===== config.mk =====
export PLATFORM = sky130hd
export DESIGN_NAME = lru_key_cache
export DESIGN_NICKNAME = d
export VERILOG_FILES = /design/src/rtl/lkc_pkg.sv /design/src/rtl/lkc_ctrl.sv /design/src/rtl/lkc_datapath.sv /design/src/rtl/lru_key_cache.sv
export SDC_FILE = /design/constraint.sdc
export NUM_CORES = 1
export LEC_CHECK = 0
export BUFFER_PORTS_ARGS = -buffer_cell sky130_fd_sc_hd__buf_2
export CAP_MARGIN = 25
export CORE_ASPECT_RATIO = 0.8
export CORE_MARGIN = 3
export CORE_UTILIZATION = 50
export DETAILED_ROUTE_END_ITERATION = 16
export PLACE_DENSITY = 0.69
export REMOVE_ABC_BUFFERS = 1
export SYNTH_ARGS = -nofsm -noshare
export SYNTH_HDL_FRONTEND = slang
export SYNTH_HIERARCHICAL = 1
export SYNTH_SLANG_ARGS = --single-unit

===== constraint.sdc =====
create_clock -name clock -period 14.05 [get_ports clock]
set_input_delay 0.7025 -clock clock [delete_from_list [all_inputs] [get_ports clock]]
set_output_delay 0.7025 -clock clock [all_outputs]
set_load 0.01 [all_outputs]

===== src/rtl/lkc_pkg.sv =====
package lkc_pkg;

   localparam int KEY_W           = 32;
   localparam int CAP_W           = 5;
   localparam int ENTRIES_DEFAULT = 16;

   localparam logic [CAP_W-1:0] CAPACITY_RESET = 5'd16;

   localparam logic OP_GET = 1'b0;
   localparam logic OP_PUT = 1'b1;

   // Commands from the controller to the datapath.
   typedef struct packed {
      logic start;    // capture a new item and clear the scan trackers
      logic rd_en;    // read one key entry at the scan address
      logic update;   // apply the state change and load the result register
   } lkc_cmd_type;

   // Status from the datapath to the controller.
   typedef struct packed {
      logic out_free; // the result register can take a new result this cycle
   } lkc_status_type;

endpackage


===== src/rtl/lkc_ctrl.sv =====
module lkc_ctrl #(
   parameter int ENTRIES = 16,
   parameter int IDX_W   = 4
) (
   input  logic                    clock,
   input  logic                    reset,
   input  logic                    req_tvalid,
   output logic                    req_tready,
   input  lkc_pkg::lkc_status_type status,
   output lkc_pkg::lkc_cmd_type    cmd,
   output logic [IDX_W-1:0]        rd_addr
);
   import lkc_pkg::*;

   typedef enum logic [1:0] {
      IDLE,
      SCAN,
      DRAIN,
      UPDATE
   } state_type;

   state_type        state_ff, state_in;
   logic [IDX_W-1:0] addr_ff, addr_in;
   logic             ready_ff, ready_in;

   localparam logic [IDX_W-1:0] LAST_ADDR = IDX_W'(ENTRIES - 1);

   always_comb begin
      state_in = state_ff;
      addr_in  = addr_ff;
      ready_in = ready_ff;
      case (state_ff)
         IDLE: begin
            if (req_tvalid && ready_ff) begin
               state_in = SCAN;
               addr_in  = '0;
               ready_in = 1'b0;
            end
         end
         SCAN: begin
            if (addr_ff == LAST_ADDR) begin
               state_in = DRAIN;
            end else begin
               addr_in = addr_ff + IDX_W'(1);
            end
         end
         DRAIN: begin
            state_in = UPDATE;
         end
         UPDATE: begin
            if (status.out_free) begin
               state_in = IDLE;
               ready_in = 1'b1;
            end
         end
         default: begin
            state_in = IDLE;
            ready_in = 1'b1;
         end
      endcase
   end

   always_ff @(posedge clock) begin
      if (reset) begin
         state_ff <= IDLE;
         addr_ff  <= '0;
         ready_ff <= 1'b1;
      end else begin
         state_ff <= state_in;
         addr_ff  <= addr_in;
         ready_ff <= ready_in;
      end
   end

   assign req_tready = ready_ff;
   assign rd_addr    = addr_ff;
   assign cmd.start  = req_tvalid && ready_ff;
   assign cmd.rd_en  = (state_ff == SCAN);
   assign cmd.update = (state_ff == UPDATE) && status.out_free;

endmodule


===== src/rtl/lkc_datapath.sv =====
module lkc_datapath #(
   parameter int ENTRIES = 16,
   parameter int IDX_W   = 4
) (
   input  logic                      clock,
   input  logic                      reset,
   input  logic                      req_op,
   input  logic [lkc_pkg::KEY_W-1:0] req_key,
   input  logic                      csr_valid,
   input  logic [lkc_pkg::CAP_W-1:0] csr_data,
   input  lkc_pkg::lkc_cmd_type      cmd,
   input  logic [IDX_W-1:0]          rd_addr,
   output lkc_pkg::lkc_status_type   status,
   output logic                      rsp_tvalid,
   input  logic                      rsp_tready,
   output logic                      rsp_hit,
   output logic                      rsp_evicted,
   output logic [lkc_pkg::KEY_W-1:0] rsp_evicted_key
);
   import lkc_pkg::*;

   localparam int RANK_W = IDX_W;
   localparam int OCC_W  = $clog2(ENTRIES + 1);
   localparam int CMP_W  = ((OCC_W > CAP_W) ? OCC_W : CAP_W) + 1;

   // Key store, read one entry per scan cycle and written once per insert.
   logic [KEY_W-1:0]  key_mem [ENTRIES];
   logic [KEY_W-1:0]  rd_key_ff;
   logic [IDX_W-1:0]  cmp_idx_ff;
   logic              cmp_vld_ff;

   logic              op_ff;
   logic [KEY_W-1:0]  key_ff;

   logic [ENTRIES-1:0] valid_ff, valid_in;
   logic [RANK_W-1:0]  rank_ff [ENTRIES];
   logic [RANK_W-1:0]  rank_in [ENTRIES];
   logic [OCC_W-1:0]   occ_ff, occ_in;
   logic [CAP_W-1:0]   cap_ff;

   logic              found_ff, found_in;
   logic [IDX_W-1:0]  found_idx_ff, found_idx_in;
   logic [RANK_W-1:0] found_rank_ff, found_rank_in;
   logic              free_ff, free_in;
   logic [IDX_W-1:0]  free_idx_ff, free_idx_in;
   logic              best_ff, best_in;
   logic [IDX_W-1:0]  best_idx_ff, best_idx_in;
   logic [RANK_W-1:0] best_rank_ff, best_rank_in;
   logic [KEY_W-1:0]  best_key_ff, best_key_in;

   logic              rsp_valid_ff;
   logic              hit_ff;
   logic              evicted_ff;
   logic [KEY_W-1:0]  evicted_key_ff;

   logic              cur_valid;
   logic [RANK_W-1:0] cur_rank;
   logic [CMP_W-1:0]  cap_ext;
   logic [CMP_W-1:0]  eff_cap;
   logic              full;
   logic              evict;
   logic              insert;
   logic [IDX_W-1:0]  slot;

   always_ff @(posedge clock) begin
      if (cmd.rd_en) begin
         rd_key_ff <= key_mem[rd_addr];
      end
      cmp_idx_ff <= rd_addr;
      if (cmd.update && insert) begin
         key_mem[slot] <= key_ff;
      end
   end

   always_ff @(posedge clock) begin
      if (reset) begin
         cmp_vld_ff <= 1'b0;
      end else begin
         cmp_vld_ff <= cmd.rd_en;
      end
   end

   always_ff @(posedge clock) begin
      if (cmd.start) begin
         op_ff  <= req_op;
         key_ff <= req_key;
      end
   end

   always_ff @(posedge clock) begin
      if (reset) begin
         cap_ff <= CAPACITY_RESET;
      end else if (csr_valid) begin
         cap_ff <= csr_data;
      end
   end

   // Scan trackers: first match, first free slot, and least recent valid entry.
   assign cur_valid = valid_ff[cmp_idx_ff];
   assign cur_rank  = rank_ff[cmp_idx_ff];

   always_comb begin
      found_in      = found_ff;
      found_idx_in  = found_idx_ff;
      found_rank_in = found_rank_ff;
      free_in       = free_ff;
      free_idx_in   = free_idx_ff;
      best_in       = best_ff;
      best_idx_in   = best_idx_ff;
      best_rank_in  = best_rank_ff;
      best_key_in   = best_key_ff;
      if (cmd.start) begin
         found_in = 1'b0;
         free_in  = 1'b0;
         best_in  = 1'b0;
      end else if (cmp_vld_ff) begin
         if (cur_valid && (rd_key_ff == key_ff) && !found_ff) begin
            found_in      = 1'b1;
            found_idx_in  = cmp_idx_ff;
            found_rank_in = cur_rank;
         end
         if (!cur_valid && !free_ff) begin
            free_in     = 1'b1;
            free_idx_in = cmp_idx_ff;
         end
         if (cur_valid && (!best_ff || (cur_rank > best_rank_ff))) begin
            best_in      = 1'b1;
            best_idx_in  = cmp_idx_ff;
            best_rank_in = cur_rank;
            best_key_in  = rd_key_ff;
         end
      end
   end

   always_ff @(posedge clock) begin
      found_ff      <= found_in;
      found_idx_ff  <= found_idx_in;
      found_rank_ff <= found_rank_in;
      free_ff       <= free_in;
      free_idx_ff   <= free_idx_in;
      best_ff       <= best_in;
      best_idx_ff   <= best_idx_in;
      best_rank_ff  <= best_rank_in;
      best_key_ff   <= best_key_in;
   end

   // A capacity of zero acts as one, and any above the entry count as the count.
   always_comb begin
      cap_ext = CMP_W'(cap_ff);
      if (cap_ff == '0) begin
         eff_cap = CMP_W'(1);
      end else if (cap_ext > CMP_W'(ENTRIES)) begin
         eff_cap = CMP_W'(ENTRIES);
      end else begin
         eff_cap = cap_ext;
      end
   end

   assign full   = (CMP_W'(occ_ff) >= eff_cap);
   assign evict  = !found_ff && (op_ff == OP_PUT) && full && best_ff;
   assign insert = !found_ff && (op_ff == OP_PUT) && (evict || free_ff);
   assign slot   = evict ? best_idx_ff : free_idx_ff;

   always_comb begin
      valid_in = valid_ff;
      occ_in   = occ_ff;
      for (int i = 0; i < ENTRIES; i++) begin
         rank_in[i] = rank_ff[i];
         if (cmd.update) begin
            if (found_ff) begin
               if (valid_ff[i] && (rank_ff[i] < found_rank_ff)) begin
                  rank_in[i] = rank_ff[i] + RANK_W'(1);
               end
               if (IDX_W'(i) == found_idx_ff) begin
                  rank_in[i] = '0;
               end
            end else if (insert) begin
               if (valid_ff[i] && !(evict && (IDX_W'(i) == best_idx_ff))) begin
                  rank_in[i] = rank_ff[i] + RANK_W'(1);
               end
               if (IDX_W'(i) == slot) begin
                  valid_in[i] = 1'b1;
                  rank_in[i]  = '0;
               end
            end
         end
      end
      if (cmd.update && insert && !evict) begin
         occ_in = occ_ff + OCC_W'(1);
      end
   end

   always_ff @(posedge clock) begin
      if (reset) begin
         valid_ff <= '0;
         occ_ff   <= '0;
         for (int i = 0; i < ENTRIES; i++) begin
            rank_ff[i] <= '0;
         end
      end else begin
         valid_ff <= valid_in;
         occ_ff   <= occ_in;
         for (int i = 0; i < ENTRIES; i++) begin
            rank_ff[i] <= rank_in[i];
         end
      end
   end

   always_ff @(posedge clock) begin
      if (reset) begin
         rsp_valid_ff <= 1'b0;
      end else if (cmd.update) begin
         rsp_valid_ff <= 1'b1;
      end else if (rsp_tready) begin
         rsp_valid_ff <= 1'b0;
      end
   end

   always_ff @(posedge clock) begin
      if (cmd.update) begin
         hit_ff         <= found_ff;
         evicted_ff     <= evict;
         evicted_key_ff <= evict ? best_key_ff : '0;
      end
   end

   assign status.out_free = !rsp_valid_ff || rsp_tready;
   assign rsp_tvalid      = rsp_valid_ff;
   assign rsp_hit         = hit_ff;
   assign rsp_evicted     = evicted_ff;
   assign rsp_evicted_key = evicted_key_ff;

endmodule


===== src/rtl/lru_key_cache.sv =====
// Fully associative key cache with least-recently-used replacement.
//
// The request stream carries one get or put per transfer: the key in req_tdata
// and the operation in req_tuser (0 get, 1 put). The response stream returns
// exactly one transfer per request, in order: the hit and evicted flags in
// rsp_tuser and the evicted key (zero when nothing was evicted) in rsp_tdata.
// The csr channel writes the capacity register and is always ready. The user must
// write it only while the cache is idle; the block itself does not enforce this.
//
// Each request scans the key store one entry per cycle through its single
// read port, so a request occupies the cache for an accept step, a read of
// every entry, a compare step for the last read, and an update step. The
// response is registered at the update, and the request side is ready again
// from the cycle in which the response appears.
//
// The response sits in an output register. When the receiver stalls, the next
// request is still accepted and scanned; only its update waits until the
// pending response has been taken.
//
// Reset is synchronous and active high; it empties the cache and sets capacity 16.
module lru_key_cache #(
   parameter int ENTRIES = lkc_pkg::ENTRIES_DEFAULT
) (
   input  logic                        clock,
   input  logic                        reset,
   // Request: tdata = key[31:0]; tuser = operation[0].
   input  logic                        req_tvalid,
   output logic                        req_tready,
   input  logic [lkc_pkg::KEY_W-1:0]   req_tdata,
   input  logic                        req_tuser,
   // Response: tdata = evicted_key[31:0]; tuser = hit[0], evicted[1].
   output logic                        rsp_tvalid,
   input  logic                        rsp_tready,
   output logic [lkc_pkg::KEY_W-1:0]   rsp_tdata,
   output logic [1:0]                  rsp_tuser,
   // Capacity register write.
   input  logic                        csr_valid,
   output logic                        csr_ready,
   input  logic [lkc_pkg::CAP_W-1:0]   csr_data
);
   import lkc_pkg::*;

   // Index and rank width; at least one bit so a single-entry cache still builds.
   localparam int IDX_W = (ENTRIES > 1) ? $clog2(ENTRIES) : 1;

   lkc_cmd_type      cmd;
   lkc_status_type   status;
   logic [IDX_W-1:0] rd_addr;
   logic             hit;
   logic             evicted;

   assign csr_ready = 1'b1;

   lkc_ctrl #(
      .ENTRIES (ENTRIES),
      .IDX_W   (IDX_W)
   ) u_ctrl (
      .clock      (clock),
      .reset      (reset),
      .req_tvalid (req_tvalid),
      .req_tready (req_tready),
      .status     (status),
      .cmd        (cmd),
      .rd_addr    (rd_addr)
   );

   lkc_datapath #(
      .ENTRIES (ENTRIES),
      .IDX_W   (IDX_W)
   ) u_datapath (
      .clock           (clock),
      .reset           (reset),
      .req_op          (req_tuser),
      .req_key         (req_tdata),
      .csr_valid       (csr_valid && csr_ready),
      .csr_data        (csr_data),
      .cmd             (cmd),
      .rd_addr         (rd_addr),
      .status          (status),
      .rsp_tvalid      (rsp_tvalid),
      .rsp_tready      (rsp_tready),
      .rsp_hit         (hit),
      .rsp_evicted     (evicted),
      .rsp_evicted_key (rsp_tdata)
   );

   assign rsp_tuser = {evicted, hit};

endmodule


==> run summary <==
Data on the critical path is required at its endpoint by 14,300 ps. The number of flops mapped to enable cells by yosys came out at 663. The share of synthesized registers carrying an async set or reset came out at 0.

In the synthesized netlist the dominant register cell turns out to be sky130_fd_sc_hd__edfxtp_1. The proportion of power drawn by combinational gates came out at 0.080. The finished layout holds between 2k and 3k standard cells, fillers aside. The area taken by flip-flops and latches is ~22,000 um^2. The final worst-path cycle share is 0.299.

After synthesis the netlist holds a flip-flop and latch count of 769. For the final routed database, the setup TNS stands at 0 ps. The worst-case clock buffer depth is 3. The critical path arrival is about 4500 ps. The placed instance count came out at 2,753. The cell depth of the worst flop-to-flop path is 11. The cell area power density is 141 nW/um^2. The height of the die is 233 um. The number of ports placed on the die boundary came out at 80. The violation count after the first detailed-routing iteration came out at 1,927. The critical path startpoint category is a flop. The number of synthesis warnings came out at 6. Of the total power, registers draw 0.527.

After synthesis, the netlist uses 69 different library cells. The switching power total came out at 1.16 mW. The number of optimization iterations in the first detailed-route pass is 7. The path type of the worst setup path is reg -> reg. The area growth from synthesis to layout is 12.2%. In this run the critical register-to-register path is launched from u_datapath/cmp_idx_ff[0]$_DFF_P_.

The total number of H-tree levels is 3. Dividing the detail-routed wire length by the instance count gives 26.3 um. The number of global-route vias before repair is ~17k.

The run finished with clean final reports. At the later pin of the worst-skew pair, clock insertion delay measures 610 ps. The post-CTS repair timing setup buffer count came out at 0. The switching part of the total power is 0.227.

The number of buffers inserted for hold repair after clock tree synthesis is 0. The internal cell power came out at ~4 mW. The max-cap violation count came out at 0. Across the VDD grid, the largest voltage drop is ~97 uV.

The met2 demand-to-capacity share in global routing came out at 0.323. The leakage power came out at 11.6 nW. The worst hold path begins at req_tdata[14]. Averaged over all synthesized cells, the footprint is 17.1 um^2. Wires add up to ~76,000 um. The worst relative slew slack is 0.297.

The slew at the pin closest to its max-slew limit came out at 1060 ps. The maximum achievable frequency came out at between 0.2 and 0.25 GHz. The finished layout cell area is roughly 36,000 um^2. By area the synthesized netlist is led by sky130_fd_sc_hd__edfxtp_1 (62%), sky130_fd_sc_hd__mux4_2 (13%), sky130_fd_sc_hd__dfxtp_1 (6.6%), sky130_fd_sc_hd__ha_1 (3.1%), sky130_fd_sc_hd__nand2b_1 (1.5%).

Following the worst setup path forward leads to its endpoint at u_datapath/best_key_ff[10]$_DFFE_PP_. The floorplan has 82 rows. After technology mapping, the gate count stands at around 1.9k. The number of antenna violations at the first check in global routing came to 0. The fraction of power consumed by the clock network is 0.392. The global routing stage identified its most utilized layer as met1. The worst-case setup margin in the final layout is 9850 ps. The total clock buffers created by CTS is 75. In this run the tool buffered the top-level ports with 78 buffer cells. The largest driver fanout on the critical path came out at 27.

The mapped netlist covers 32,300 um^2. Clock-pin slew was measured on the worst setup and hold paths at 60 ps. The final hold violation count is 0. Setup repair after global routing left no endpoint under its margin. The instance area at placement is 33,800 um^2. Before CTS, the worst setup slack after placement is 9850 ps. The first global-routing pass estimated 112,000 um of wire. Summing over every cut layer, the via total after detailed routing is approximately 18k. The overflow left after global routing is 0. The largest net degree at the start of global routing is 96.

The total routing resource utilization after global routing came out at 0.224. For met3 alone, demand over resource in global routing was 0.0554. The global-route track usage on met1 is 0.345. The number of gates resized after cts came out at 0. The floorplan step defined a die boundary enclosing ~68,000 um^2. After floorplanning, the core was sized to cover 63,300 um^2. The clock skew after layout is 15.0 ps. The initial cell density of the core is 0.510. Clock tree synthesis selected as its root buffer the cell sky130_fd_sc_hd__clkbuf_16. The share of synthesized area in the top cell type comes to 0.616. The final count of negative-setup-slack endpoints came out at 0.

The sequential share of the synthesized area came out at 0.682. The kind of path behind the tightest hold check is in -> reg. The placer's final routability congestion estimate is approximately 0.93. The max-slew violation count came out at 0. The critical path starts at u_datapath/cmp_idx_ff[0]$_DFF_P_. TritonCTS built the clock tree. The number of nets in the layout came out at ~2.1k. The ratio of cells with drive above 1 in the final layout came out at 0.220. The worst setup path is captured at a flop. Once layout is complete, the utilization of the core stands at 0.573.

From left edge to right edge, the die measures 290 um. The antenna diode count came out at 0. The post-route antenna net violation count is 0. The clock net sink count came out at around 770. In the routed design, unresolved DRC markers number 0. The endpoint identified for the worst register-to-register timing path is u_datapath/best_key_ff[10]$_DFFE_PP_. The footprint of the multi-input gates came out at 9890 um^2. The worst path in the final design needs a cycle of 4200 ps, including I/O delays and setup. The setup slack of the worst register-to-register path came out at 9850 ps. Of all cell types, the one taking the most synthesized area is sky130_fd_sc_hd__edfxtp_1. The HPWL after detailed placement is 45,300 um.

The count of filler cells inserted in the layout is 4,707. The via-per-instance ratio is 6.21.
worst max-delay path: stages, from the launching register on:
cell	delay, ps
sky130_fd_sc_hd__dfxtp_1	310
sky130_fd_sc_hd__buf_4	390
sky130_fd_sc_hd__mux4_2	630
sky130_fd_sc_hd__mux4_2	540
sky130_fd_sc_hd__ha_1	330
sky130_fd_sc_hd__nor2b_1	130
sky130_fd_sc_hd__o21ai_0	80
sky130_fd_sc_hd__nand2b_1	70
sky130_fd_sc_hd__a21oi_1	60
sky130_fd_sc_hd__a41o_1	240
sky130_fd_sc_hd__a21oi_4	460
sky130_fd_sc_hd__buf_4	540
final cells by class:
| class | count | share of cell area |
|---|---|---|
| Multi-Input combinational cell | 994 | 0.273 |
| Tap cell | 840 | 0.0290 |
| Clock buffer | 98 | 0.0562 |
| Inverter | 40 | 0.00421 |
| Timing Repair Buffer | 110 | 0.0182 |
| Clock inverter | 39 | 0.0116 |
| Sequential cell | 769 | 0.608 |
cell usage in the layout (no fill, tap or decap), drive strengths merged, types with 7 or more instances in the layout:
cell type / count
edfxtp: 663
mux4: 185
buf: 110
dfxtp: 106
clkbuf: 98
nor2: 88
ha: 81
nand2b: 80
nand3: 76
a21oi: 59
inv: 44
nand2: 38
and2: 38
o21ai: 34
xor2: 31
a31oi: 29
nor3: 26
clkinv: 24
nor2b: 22
o32ai: 20
mux2i: 19
o21a: 17
nand3b: 16
a21boi: 15
nand4b: 12
nor4: 9
nand4: 8
or3: 8
o211a: 8
bufinv: 7
o31ai: 7
a311oi: 7
cell usage after synthesis (all sizes together), types with 8 or more instances:
library cell / number
or3: 8
ha: 81
nand4: 8
nand3b: 16
o32ai: 20
o21a: 17
o211a: 8
a31oi: 29
and2: 38
a21boi: 15
mux4: 185
nand2: 38
nand4b: 12
edfxtp: 663
nor2b: 22
nor4: 9
dfxtp: 106
o21ai: 34
nand2b: 80
xor2: 31
mux2i: 19
nand3: 76
nor3: 26
clkbuf: 54
a21oi: 59
inv: 40
nor2: 88
buf: 30
cells by family after synthesis:
kind of cell / Yosys count / share of synthesized area
flops: 769 / 0.682
simple gates: 440 / 0.0753
compound gates: 232 / 0.0504
mux: 204 / 0.135
buf+inv: 124 / 0.0162
fa+ha+maj: 81 / 0.0314
xor+xnor: 36 / 0.00976
other cells: 1 / 0.000116
stage by stage:
stage	hold slack [ps]	total power, mW
2_1_floorplan	447	3.04
3_3_place_gp	451	3.15
3_5_place_dp	456	3.16
4_1_cts	224	5.16
5_1_grt	229	5.28
6_report	258	5.11
how the worst min path moves through the flow:
stage | end | slack (ps) | cells after the start
5_1_grt | u_datapath/key_ff[18]$_DFFE_PP_ | 230 | 1
6_report | u_datapath/key_ff[14]$_DFFE_PP_ | 260 | 1
3_3_place_gp | u_datapath/best_key_ff[8]$_DFFE_PP_ | 450 | 0
3_5_place_dp | u_datapath/best_key_ff[6]$_DFFE_PP_ | 460 | 0
4_1_cts | u_datapath/key_ff[14]$_DFFE_PP_ | 220 | 1
2_1_floorplan | u_datapath/best_key_ff[0]$_DFFE_PP_ | 450 | 0
state kept, by name, summed over array words and instances, names as in the netlist, 2 cells and up:
register                    cells
u_ctrl/rd_addr                  4
u_ctrl/state_ff                 2
u_datapath/best_idx_ff          4
u_datapath/best_key_ff         32
u_datapath/best_rank_ff         4
u_datapath/cap_ff               5
u_datapath/cmp_idx_ff           4
u_datapath/found_idx_ff         4
u_datapath/found_rank_ff        4
u_datapath/free_idx_ff          4
u_datapath/key_ff              32
u_datapath/key_mem            512
u_datapath/occ_ff               5
u_datapath/rank_ff             64
u_datapath/rd_key_ff           32
u_datapath/rsp_evicted_key     32
u_datapath/valid_ff            16
layer usage:
| layer | part of all wire | wire, um |
|---|---|---|
| met2 | 0.43 | 33000 |
| met4 | 0.021 | 1600 |
| met3 | 0.10 | 7600 |
| met1 | 0.44 | 33700 |
| met5 | 0 | 0 |
power groups by stage:
stage                     clock, mW  combinational (mW)  sequential [mW]
after floorplan                   0               0.297             2.74
after detailed placement          0               0.414             2.75
after global routing           2.13               0.446             2.71
final                          2.00               0.411             2.70
after CTS                      2.04               0.417             2.70
after global placement            0               0.407             2.74
Note: power is estimated with default switching activity, not from simulation.
